**src/ilt_pkg.sv**
```systemverilog
// Shared types and constants for the indent level tracker.
`default_nettype none
package ilt_pkg;
	localparam int STACK_DEPTH = 32;
	localparam int WIDTH_BITS = 8;
	localparam int CNT_W = $clog2(STACK_DEPTH + 1);
	localparam int ADDR_W = $clog2(STACK_DEPTH);

	typedef logic [WIDTH_BITS-1:0] width_t;
	typedef logic [CNT_W-1:0] count_t;
	typedef logic [ADDR_W-1:0] addr_t;

	typedef enum logic [1:0] {
		TOK_EQ = 2'd0,
		TOK_GT = 2'd1,
		TOK_LT = 2'd2,
		TOK_ERR = 2'd3
	} tok_kind_t;

	typedef struct packed {
		logic [7:0] indent_width;
		logic [15:0] line_number;
		logic [15:0] column_number;
	} line_word_t;

	typedef struct packed {
		tok_kind_t token_kind;
		logic [15:0] token_line;
		logic [15:0] token_column;
		logic error_seen;
		logic last_of_run;
	} token_word_t;

	typedef enum logic [2:0] {
		ST_IDLE,
		ST_DECIDE,
		ST_LOAD,
		ST_CMP,
		ST_EMIT
	} ilt_state_t;

	typedef struct packed {
		logic load;
		logic push;
		logic pop;
		logic rd_en;
		logic set_top;
		logic kind_we;
		tok_kind_t kind;
		logic set_err;
		logic inc_extra;
		logic dec_extra;
	} ilt_cmd_t;

	typedef struct packed {
		logic eq;
		logic gt;
		logic full;
		logic last_level;
		logic w_zero;
		logic mem_eq;
		logic mem_lt;
		logic extra_zero;
	} ilt_status_t;
endpackage
`default_nettype wire

```
**src/indent_level_tracker.sv**
```systemverilog
// Top level of the indent level tracker.
// Takes one line word at a time and answers with one or more indentation tokens
// (EQ, GT, LT, ERR) whose last word has last_of_run set. Each accepted word goes
// through a decide state and then an emit state that gives one token per cycle
// while token_stall is low; EQ, GT and a push onto a full stack give a single
// token. A dedent reads the width stack memory through one registered read port,
// with a load state and a compare state per stack entry examined, so closing n
// levels gives n tokens once the examination is done. line_stall stays high until
// the last token of the run has been taken.
`default_nettype none
module indent_level_tracker
	import ilt_pkg::*;
(
	input wire logic clk,
	input wire logic arst_n,
	input wire logic line_valid,
	output logic line_stall,
	input wire line_word_t line_word,
	output logic token_valid,
	input wire logic token_stall,
	output token_word_t token_word
);
	ilt_cmd_t cmd;
	ilt_status_t status;

	ilt_ctrl u_ctrl (
		.clk(clk),
		.arst_n(arst_n),
		.line_valid(line_valid),
		.line_stall(line_stall),
		.token_valid(token_valid),
		.token_stall(token_stall),
		.status(status),
		.cmd(cmd)
	);

	ilt_dp u_dp (
		.clk(clk),
		.arst_n(arst_n),
		.line_word(line_word),
		.cmd(cmd),
		.status(status),
		.token_word(token_word)
	);
endmodule
`default_nettype wire

```
**src/ilt_ctrl.sv**
```systemverilog
// Control state machine of the indent level tracker.
`default_nettype none
module ilt_ctrl
	import ilt_pkg::*;
(
	input wire logic clk,
	input wire logic arst_n,
	input wire logic line_valid,
	output logic line_stall,
	output logic token_valid,
	input wire logic token_stall,
	input wire ilt_status_t status,
	output ilt_cmd_t cmd
);
	ilt_state_t state_q, state_d;

	always_ff @(posedge clk or negedge arst_n) begin
		if (!arst_n) begin
			state_q <= ST_IDLE;
		end else begin
			state_q <= state_d;
		end
	end

	always_comb begin
		state_d = state_q;
		cmd = '0;
		line_stall = 1'b1;
		token_valid = 1'b0;
		unique case (state_q)
			ST_IDLE: begin
				line_stall = 1'b0;
				if (line_valid) begin
					cmd.load = 1'b1;
					state_d = ST_DECIDE;
				end
			end
			ST_DECIDE: begin
				cmd.kind_we = 1'b1;
				state_d = ST_EMIT;
				priority if (status.eq) begin
					cmd.kind = TOK_EQ;
				end else if (status.gt && status.full) begin
					cmd.kind = TOK_ERR;
					cmd.set_err = 1'b1;
				end else if (status.gt) begin
					cmd.kind = TOK_GT;
					cmd.push = 1'b1;
				end else begin
					cmd.pop = 1'b1;
					if (!status.last_level) begin
						cmd.kind_we = 1'b0;
						state_d = ST_LOAD;
					end else if (status.w_zero) begin
						cmd.kind = TOK_LT;
					end else begin
						cmd.kind = TOK_ERR;
						cmd.set_err = 1'b1;
					end
				end
			end
			ST_LOAD: begin
				cmd.rd_en = 1'b1;
				state_d = ST_CMP;
			end
			ST_CMP: begin
				cmd.kind_we = 1'b1;
				state_d = ST_EMIT;
				priority if (status.mem_eq) begin
					cmd.kind = TOK_LT;
					cmd.set_top = 1'b1;
				end else if (status.mem_lt) begin
					cmd.kind = TOK_ERR;
					cmd.set_top = 1'b1;
					cmd.set_err = 1'b1;
				end else begin
					cmd.pop = 1'b1;
					cmd.inc_extra = 1'b1;
					if (!status.last_level) begin
						cmd.kind_we = 1'b0;
						state_d = ST_LOAD;
					end else if (status.w_zero) begin
						cmd.kind = TOK_LT;
					end else begin
						cmd.kind = TOK_ERR;
						cmd.set_err = 1'b1;
					end
				end
			end
			ST_EMIT: begin
				token_valid = 1'b1;
				if (!token_stall) begin
					if (status.extra_zero) begin
						state_d = ST_IDLE;
					end else begin
						cmd.dec_extra = 1'b1;
						cmd.kind_we = 1'b1;
						cmd.kind = TOK_LT;
					end
				end
			end
			default: begin
				state_d = ST_IDLE;
			end
		endcase
	end

	ap_push_not_full: assert property (@(posedge clk) disable iff (!arst_n)
		cmd.push |-> !status.full)
		else $error("push issued on a full stack");
	ap_load_then_cmp: assert property (@(posedge clk) disable iff (!arst_n)
		state_q == ST_LOAD |=> state_q == ST_CMP)
		else $error("stack read not followed by compare");
	ap_accept_then_decide: assert property (@(posedge clk) disable iff (!arst_n)
		(line_valid && !line_stall) |=> state_q == ST_DECIDE)
		else $error("accepted word not decided");
endmodule
`default_nettype wire

```
**src/ilt_dp.sv**
```systemverilog
// Datapath of the indent level tracker: width stack, counters and token register.
`default_nettype none
module ilt_dp
	import ilt_pkg::*;
(
	input wire logic clk,
	input wire logic arst_n,
	input wire line_word_t line_word,
	input wire ilt_cmd_t cmd,
	output ilt_status_t status,
	output token_word_t token_word
);
	width_t stack_mem [STACK_DEPTH];
	count_t count_q;
	count_t extra_q;
	logic err_q;
	width_t top_q;
	width_t w_q;
	width_t rd_q;
	logic [15:0] line_q;
	logic [15:0] col_q;
	tok_kind_t kind_q;
	width_t cur;

	assign cur = (count_q == '0) ? '0 : top_q;

	always_comb begin
		status.eq = (w_q == cur);
		status.gt = (w_q > cur);
		status.full = (count_q == count_t'(STACK_DEPTH));
		status.last_level = (count_q == count_t'(1));
		status.w_zero = (w_q == '0);
		status.mem_eq = (rd_q == w_q);
		status.mem_lt = (rd_q < w_q);
		status.extra_zero = (extra_q == '0);
	end

	always_ff @(posedge clk or negedge arst_n) begin
		if (!arst_n) begin
			count_q <= '0;
			extra_q <= '0;
			err_q <= 1'b0;
		end else begin
			if (cmd.push) begin
				count_q <= count_q + count_t'(1);
			end else if (cmd.pop) begin
				count_q <= count_q - count_t'(1);
			end
			if (cmd.load) begin
				extra_q <= '0;
			end else if (cmd.inc_extra) begin
				extra_q <= extra_q + count_t'(1);
			end else if (cmd.dec_extra) begin
				extra_q <= extra_q - count_t'(1);
			end
			if (cmd.set_err) begin
				err_q <= 1'b1;
			end
		end
	end

	always_ff @(posedge clk) begin
		if (cmd.load) begin
			w_q <= width_t'(line_word.indent_width);
			line_q <= line_word.line_number;
			col_q <= line_word.column_number;
		end
		if (cmd.push) begin
			top_q <= w_q;
		end else if (cmd.set_top) begin
			top_q <= rd_q;
		end
		if (cmd.kind_we) begin
			kind_q <= cmd.kind;
		end
	end

	always_ff @(posedge clk) begin
		if (cmd.push) begin
			stack_mem[count_q[ADDR_W-1:0]] <= w_q;
		end
		if (cmd.rd_en) begin
			rd_q <= stack_mem[ADDR_W'(count_q - count_t'(1))];
		end
	end

	assign token_word = '{
		token_kind: kind_q,
		token_line: line_q,
		token_column: col_q,
		error_seen: err_q,
		last_of_run: (extra_q == '0)
	};

	ap_count_range: assert property (@(posedge clk) disable iff (!arst_n)
		count_q <= count_t'(STACK_DEPTH))
		else $error("stack count out of range");
	ap_pop_nonempty: assert property (@(posedge clk) disable iff (!arst_n)
		cmd.pop |-> count_q != '0)
		else $error("pop on an empty stack");
	ap_dec_nonzero: assert property (@(posedge clk) disable iff (!arst_n)
		cmd.dec_extra |-> extra_q != '0)
		else $error("extra token count underflow");
	ap_err_sticky: assert property (@(posedge clk) disable iff (!arst_n)
		err_q |=> err_q)
		else $error("error flag cleared");
endmodule
`default_nettype wire

```
**config.mk**
```make
export PLATFORM = sky130hd
export DESIGN_NAME = indent_level_tracker
export DESIGN_NICKNAME = d
export VERILOG_FILES = /design/src/ilt_pkg.sv /design/src/indent_level_tracker.sv /design/src/ilt_ctrl.sv /design/src/ilt_dp.sv
export SDC_FILE = /design/constraint.sdc
export NUM_CORES = 1
export LEC_CHECK = 0
export BUFFER_PORTS_ARGS = -buffer_cell sky130_fd_sc_hd__clkbuf_2
export CORE_MARGIN = 2
export CORE_UTILIZATION = 40
export DETAILED_ROUTE_END_ITERATION = 10
export GPL_ROUTABILITY_DRIVEN = 0
export GPL_TIMING_DRIVEN = 1
export PLACE_DENSITY = 0.52
export SLEW_MARGIN = 20
export SYNTH_ARGS = -nofsm -noshare
export SYNTH_HDL_FRONTEND = slang
export SYNTH_SLANG_ARGS = --single-unit
```
**constraint.sdc**
```tcl
create_clock -name clk -period 4.9 [get_ports clk]
set_input_delay 0.245 -clock clk [delete_from_list [all_inputs] [get_ports clk]]
set_output_delay 0.245 -clock clk [all_outputs]
set_load 0.01 [all_outputs]
```
Word level (Yosys, flattened, before mapping). Memory sizes are Yosys's and may differ from the RTL's. A register that Yosys moved wholly into a read port is not among the register bits. Index checks and enable logic that the tools add are counted.

Add/sub/neg operators: 4. Order comparisons: 2. Eq/ne operators: 11. Mux-type cells: 61. Reduce and logical (&&, ||, !) cells: 9.

Operator list (number): $mux 3 (14); $mux 6 (5); $mux 1 (29); $mux 8 (3); $eq 8x8->1 (2); $pmux 3 s5 (1); $add 6x1->6 const B (2); $logic_not 6->1 (2); $mux 2 (6); $sub 6x1->6 const B (2); $pmux 3 s3 (1); $gt 8x8->1 (1); $logic_not 8->1 (1); $lt 8x8->1 (1); $eq 3x2->1 const B (2); $eq 6x1->1 const B (1); $eq 6x6->1 const B (1); $ne 2x2->1 const B (3); $pmux 1 s2 (2); $reduce_bool 2->1 (2); $eq 3x1->1 const B (1); $eq 3x3->1 const B (1); $logic_not 3->1 (1); $reduce_and 3->1 (1); 2 further kinds (2).

Bits in registers: 66. RAM bits: 256. Bits of input ports: 44. Output and inout bits: 38. Logic and storage cells: 97. Memories: 1.

Memory list: u_dp.stack_mem (depth 32, bits a word 8, rd ports 1, clocked after memory_dff 1, write ports 1, RTL line ilt_dp.sv:13) `width_t stack_mem [STACK_DEPTH];`.

Logic depth before layout (Yosys ltp).
Depth in word-level cells: 9. Mapped depth: 15. Depth with buffers taken out: 14.

Cells and area by module. Synthesis repeated with hierarchy kept, for this count alone.

Cell total of the unflattened synthesis: 765. Area total of the unflattened synthesis: 13553.0 µm².

By module, submodules not included: ilt_dp (times used 1, cells each 724, area each 13228.9 µm², sequential area each 9754.4 µm²); ilt_ctrl (times used 1, cells each 41, area each 324.1 µm², sequential area each 75.1 µm²).

Worst setup path after synthesis. OpenSTA, ideal clock, no wires.

Path kind: register to register. From: reg u_dp.count_q[0]. To: mem u_dp.stack_mem[15][0] (netlist bit), enable pin. Library setup time: 0.385 ns. Arrival time: 3.194 ns. Data required time: 4.515 ns. Setup slack: 1.321 ns. Stages on the path, launching flop included: 15. Path buffers: 3. Clock period less this slack: 3.579 ns. Path through: dfrtp_1 buf_2 buf_2 inv_1 ha_1 nand3b_1 nand2_1 ha_1 nand4_1 o211ai_1 nor2_1 o21a_1 buf_2 nand2_1 nor3_1.

Word-level cells in the longest chain between the ends: 9. Elaborated cells on any way between the ends: 12. Classes of those cells: order compare: 1; eq/ne: 2; mux: 7; reduce/logical: 2.

Ends and longest elaborated chain: start: declaration (RTL line ilt_dp.sv:14) `count_t count_q;`; start signal: assignment (RTL line ilt_dp.sv:45) `count_q <= count_q + count_t'(1);`; start signal: assignment (RTL line ilt_dp.sv:47) `count_q <= count_q - count_t'(1);`; $logic_not 6->1 (RTL line ilt_dp.sv:25) `assign cur = (count_q == '0) ? '0 : top_q;`; $mux 8 (RTL line ilt_dp.sv:25); $gt 8x8->1 (RTL line ilt_dp.sv:29) `status.gt = (w_q > cur);`; $mux 1 / $logic_and 1x1->1 (equally long branches) (RTL line ilt_ctrl.sv:46, ilt_ctrl.sv:43); $mux 2 (RTL line ilt_ctrl.sv:43) `end else if (status.gt && status.full) begin`; $mux 2 (RTL line ilt_ctrl.sv:41) `priority if (status.eq) begin`; $mux 1 (RTL line ilt_ctrl.sv:30) `unique case (state_q)`; $mux 1 (RTL line ilt_dp.sv:79) `if (cmd.push) begin`; $mux 1 (not written as such) (RTL line ilt_dp.sv:80) `stack_mem[count_q[ADDR_W-1:0]] <= w_q;`; end: declaration (RTL line ilt_dp.sv:13).

Parallel ways exist; a longest one is shown, timed or not.

Final worst setup path.
From: reg u_dp.count_q[0]. To: mem u_dp.stack_mem[2][5] (netlist bit), enable pin.

The elaborated chain is that of the path after synthesis.

==> impl_metrics.prom <==
# TYPE chip_impl_metric gauge
chip_impl_metric{name="h_tree_level_count",unit=""} 2
chip_impl_metric{name="hpwl",unit="mm"} 21.3
chip_impl_metric{name="period_minus_slack",unit="ns"} 4.29
chip_impl_metric{name="numCtsBuffers",unit=""} 36
chip_impl_metric{name="seq_area_frac_synth",unit="%"} 74.0
chip_impl_metric{name="postLayoutCellArea",unit="mm²"} 0.0159
chip_impl_metric{name="first_pass_grt_wire_length",unit="mm"} 47.8
chip_impl_metric{name="drt-initial-drc-count",unit=""} 715
chip_impl_info{name="tritoncts",value="built"} 1
chip_impl_metric{name="post-route-drc-count",unit=""} 0
chip_impl_metric{name="whs_path_depth",unit=""} 3
chip_impl_metric{name="p_switching",unit="mW"} 3.16
chip_impl_metric{name="totalWireLength",unit="mm"} 32.8
chip_impl_metric{name="fin_skew",unit="ns"} 0.0189
chip_impl_metric{name="comb_power_share",unit="%"} 34.2
chip_impl_metric{name="min_period_over_period",unit="%"} 87.5
chip_impl_metric{name="max_slew.worst_pin.slew",unit="ns"} 0.972
chip_impl_metric{name="synth_cell_type_count",unit=""} 47
chip_impl_info{name="path_class",value="reg2reg"} 1
chip_impl_metric{name="ys.warnings.count",unit=""} 0
chip_impl_info{name="post_synth_most_frequent_cells",value="sky130_fd_sc_hd__edfxtp_1 (314), sky130_fd_sc_hd__mux4_2 (80), sky130_fd_sc_hd__nor2_1 (41), sky130_fd_sc_hd__nand2_1 (31), sky130_fd_sc_hd__ha_1 (25)"} 1
chip_impl_metric{name="clk_latency",unit="ns"} 0.53
chip_impl_metric{name="clock_power_share",unit="%"} 27.6
chip_impl_metric{name="start_util",unit="%"} 40.7
chip_impl_metric{name="filler_cell_count",unit=""} 2671
chip_impl_info{name="cts.root.buffer_cell",value="sky130_fd_sc_hd__clkbuf_16"} 1
chip_impl_metric{name="cts.path.max_buffers",unit=""} 3
chip_impl_info{name="critPathMostFrequentCell",value="sky130_fd_sc_hd__nor2_1"} 1
chip_impl_info{name="cp_slowest_cell",value="sky130_fd_sc_hd__nor2_1"} 1
chip_impl_info{name="critPathCaptureType",value="flop"} 1
chip_impl_metric{name="layout-area-overhead-vs-synth",unit="%"} 19.8
chip_impl_metric{name="hold_viol",unit=""} 0
chip_impl_metric{name="share_seq_of_total_power",unit="%"} 38.2
chip_impl_metric{name="worst_ir_drop_vdd",unit="µV"} 289
chip_impl_info{name="post-synth-top-area-cell",value="sky130_fd_sc_hd__edfxtp_1"} 1
chip_impl_metric{name="postSynthAreaPerCell",unit="µm²"} 19.7
chip_impl_metric{name="swShare",unit="%"} 32.1
chip_impl_metric{name="antenna_cells",unit=""} 0
chip_impl_metric{name="max_freq",unit="GHz"} 0.233
chip_impl_metric{name="synth_edf_count",unit=""} 314
chip_impl_metric{name="post_synth_inst_count",unit=""} 674
chip_impl_info{name="synth_most_common_cell",value="sky130_fd_sc_hd__edfxtp_1"} 1
chip_impl_metric{name="clk_transition_reported_paths",unit="ns"} 0.07
chip_impl_metric{name="minimum_setup_slack_among_reg_to_reg_paths",unit="ns"} 0.61
chip_impl_metric{name="post_route_cells_drive_above_1_share",unit="%"} 30.1
chip_impl_info{name="synthFlopType",value="sky130_fd_sc_hd__edfxtp_1"} 1
chip_impl_metric{name="crit_fanout",unit=""} 21
chip_impl_metric{name="core.rowCount",unit=""} 66
chip_impl_metric{name="r2r_cells",unit=""} 11
chip_impl_metric{name="global_route.usage.total",unit="%"} 19.6
chip_impl_metric{name="drt-vias-per-instance",unit=""} 5.43
chip_impl_metric{name="dr_total_vias",unit=""} 7050
chip_impl_metric{name="slowest_delay",unit="ns"} 0.71
chip_impl_metric{name="placedInstanceArea",unit="mm²"} 0.0143
chip_impl_metric{name="globalRoute.totalOverflow",unit=""} 0
chip_impl_info{name="synth.top_cells.by_area",value="sky130_fd_sc_hd__edfxtp_1 (71%), sky130_fd_sc_hd__mux4_2 (14%), sky130_fd_sc_hd__dfrtp_1 (3.0%)"} 1
chip_impl_metric{name="synth-async-reset-ratio",unit="%"} 4.85
chip_impl_metric{name="drv_cap",unit=""} 0
chip_impl_metric{name="antenna_violations_before_repair",unit=""} 0
chip_impl_metric{name="timing.final.max_slew_violations",unit=""} 0
chip_impl_metric{name="cts_setup_buffers",unit=""} 0
chip_impl_metric{name="power_density",unit="mW/mm²"} 619
chip_impl_metric{name="design.die.area",unit="mm²"} 0.0347
chip_impl_metric{name="report.final.setup_viol",unit=""} 0
chip_impl_metric{name="drt_pre_antenna_iters",unit=""} 5
chip_impl_metric{name="routed_wire_length_per_instance",unit="µm"} 25.3
chip_impl_info{name="hold_class",value="in2reg"} 1
chip_impl_metric{name="numClockSinks",unit=""} 330
chip_impl_metric{name="die_h",unit="µm"} 186
chip_impl_info{name="crit_path_cell_trace",value="inv_1, ha_2, nand3b_1, and2_1, ha_1, nand4_1, o211ai_1, nor2_1, o21a_1, nand2_1, nor2_1"} 1
chip_impl_metric{name="core_area",unit="mm²"} 0.0326
chip_impl_metric{name="internal_power",unit="mW"} 6.69
chip_impl_metric{name="fin_setup_tns",unit="ns"} 0
chip_impl_metric{name="die_width",unit="µm"} 186
chip_impl_info{name="outcome",value="completed"} 1
chip_impl_metric{name="synth_top_area_share",unit="%"} 71.0
chip_impl_info{name="worst_setup_path_start_kind",value="flop"} 1
chip_impl_metric{name="netlist_area",unit="mm²"} 0.0133
chip_impl_metric{name="io_buffer_count",unit=""} 81
chip_impl_metric{name="arrival",unit="ns"} 4.43
chip_impl_metric{name="grt_pass1_vias",unit=""} 7236
chip_impl_metric{name="antenna_left",unit=""} 0
chip_impl_metric{name="max_slew_margin",unit="%"} 35.0
chip_impl_metric{name="post_synthesis_net_count",unit=""} 744
chip_impl_metric{name="fin_nets",unit=""} 900
chip_impl_info{name="grt_setup_unrepaired",value="no"} 1
chip_impl_metric{name="power.leakage",unit="nW"} 5.47
chip_impl_metric{name="grt_start_max_net_pins",unit=""} 52
chip_impl_metric{name="required",unit="ns"} 5.04
chip_impl_metric{name="floorplan.io_pins",unit=""} 82
chip_impl_metric{name="ys_ff_latch",unit=""} 330
==> sequential cells by signal, summed over array words and instances, names as in the netlist <==
| signal | count |
|---|---|
| u_dp.w_q | 8 |
| u_dp.count_q | 6 |
| u_dp.rd_q | 8 |
| u_dp.top_q | 8 |
| u_dp.col_q | 16 |
| u_dp.extra_q | 6 |
| u_dp.stack_mem | 256 |
| u_dp.kind_q | 2 |
| u_dp.line_q | 16 |
| u_dp.err_q | 1 |
| u_ctrl.state_q | 3 |
==> power by group through the flow <==
stage | registers (mW) | logic, mW | clock network (mW)
floorplan | 3.76 | 2.31 | 0
global placement | 3.82 | 3.33 | 0
detailed placement | 3.82 | 3.35 | 0
CTS | 3.77 | 3.39 | 2.78
global route | 3.80 | 3.62 | 2.89
finish | 3.76 | 3.36 | 2.72
==> through the flow <==
| step | instances | setup WS (ns) | util (%) | hold WS, ns | power (mW) |
|---|---|---|---|---|---|
| 2_1_floorplan | 674 | 1.32 | - | -0.0506 | 6.07 |
| 3_3_place_gp | 1191 | 0.844 | 43.8 | 0.224 | 7.15 |
| 3_5_place_dp | 1191 | 0.653 | 43.8 | 0.235 | 7.17 |
| 4_1_cts | 1298 | 0.658 | 48.7 | 0.00850 | 9.93 |
| 5_1_grt | 1299 | 0.351 | 48.8 | 0.0327 | 10.3 |
| 6_report | 1299 | 0.612 | 48.8 | 0.0260 | 9.85 |
==> per-layer routing <==
layer  part of all wire, %  vias to the layer above  global-route usage, %
met5                     0                        -                      0
met4                   2.3                        0                   5.98
met3                   7.1                       54                   4.54
met2                    49                      299                   31.5
met1                    41                     3658                   26.7
li1                      -                     3039                      -
==> area by class of cell <==
class                   instances  area [µm²]  share of cell area (%)
flip-flops and latches        330        9830                    61.8
clock buffers                  37         926                    5.82
repair buffers                143         996                    6.26
multi-input cells             301        3270                    20.5
clock inverters                28         270                    1.70
inverters                      18        67.6                   0.424
well taps                     442         553                    3.47
==> timing repair <==
item                                   in CTS  in global routing
endpoints found under the hold margin      57                  0
gates resized for setup                     0                  0
hold buffers                               42                  0
==> cells by family (layout without fill, tap and decap cells) <==
| logic type | Yosys count | in the layout | share of synthesized area, % |
|---|---|---|---|
| compound gates | 55 | 55 | 2.53 |
| xor+xnor | 12 | 12 | 0.848 |
| fa+ha+maj | 26 | 26 | 2.51 |
| buf+inv | 43 | 226 | 1.46 |
| flops | 330 | 330 | 74.0 |
| mux | 92 | 92 | 14.6 |
| simple gates | 116 | 116 | 4.11 |
==> worst max-delay path, delay by kind of cell, from the launching register on <==
family                   cells  cell delay, ns
AND/OR/NAND/NOR              6            2.06
AO/OA/AOI/OAI                2            0.50
buffers and inverters        1            0.22
adder cells (fa/ha/maj)      2            0.49
flip-flops                   1            0.63
==> placed cells by master (no fill, tap or decap), types with 19 or more instances in the layout <==
master                            n
sky130_fd_sc_hd__nor2_1          40
sky130_fd_sc_hd__clkbuf_16       37
sky130_fd_sc_hd__buf_4           19
sky130_fd_sc_hd__mux4_2          80
sky130_fd_sc_hd__clkbuf_2        81
sky130_fd_sc_hd__ha_1            24
sky130_fd_sc_hd__dlygate4sd3_1   42
sky130_fd_sc_hd__edfxtp_1       314
sky130_fd_sc_hd__nand2_1         31
==> path summary, 6_finish.rpt <==
| path | start | end |
|---|---|---|
| max | u_dp.count_q[0] | u_dp.stack_mem[2][5] |
| min | line_valid | u_ctrl.state_q[0] |
| max reg2reg | u_dp.count_q[0] | u_dp.stack_mem[2][5] |
| min reg2reg | u_ctrl.state_q[2] | u_ctrl.state_q[0] |
| max in group asynchronous | arst_n | u_dp.count_q[0] |
| min in group asynchronous | arst_n | u_ctrl.state_q[0] |
Power figures use the tool's default switching activity.
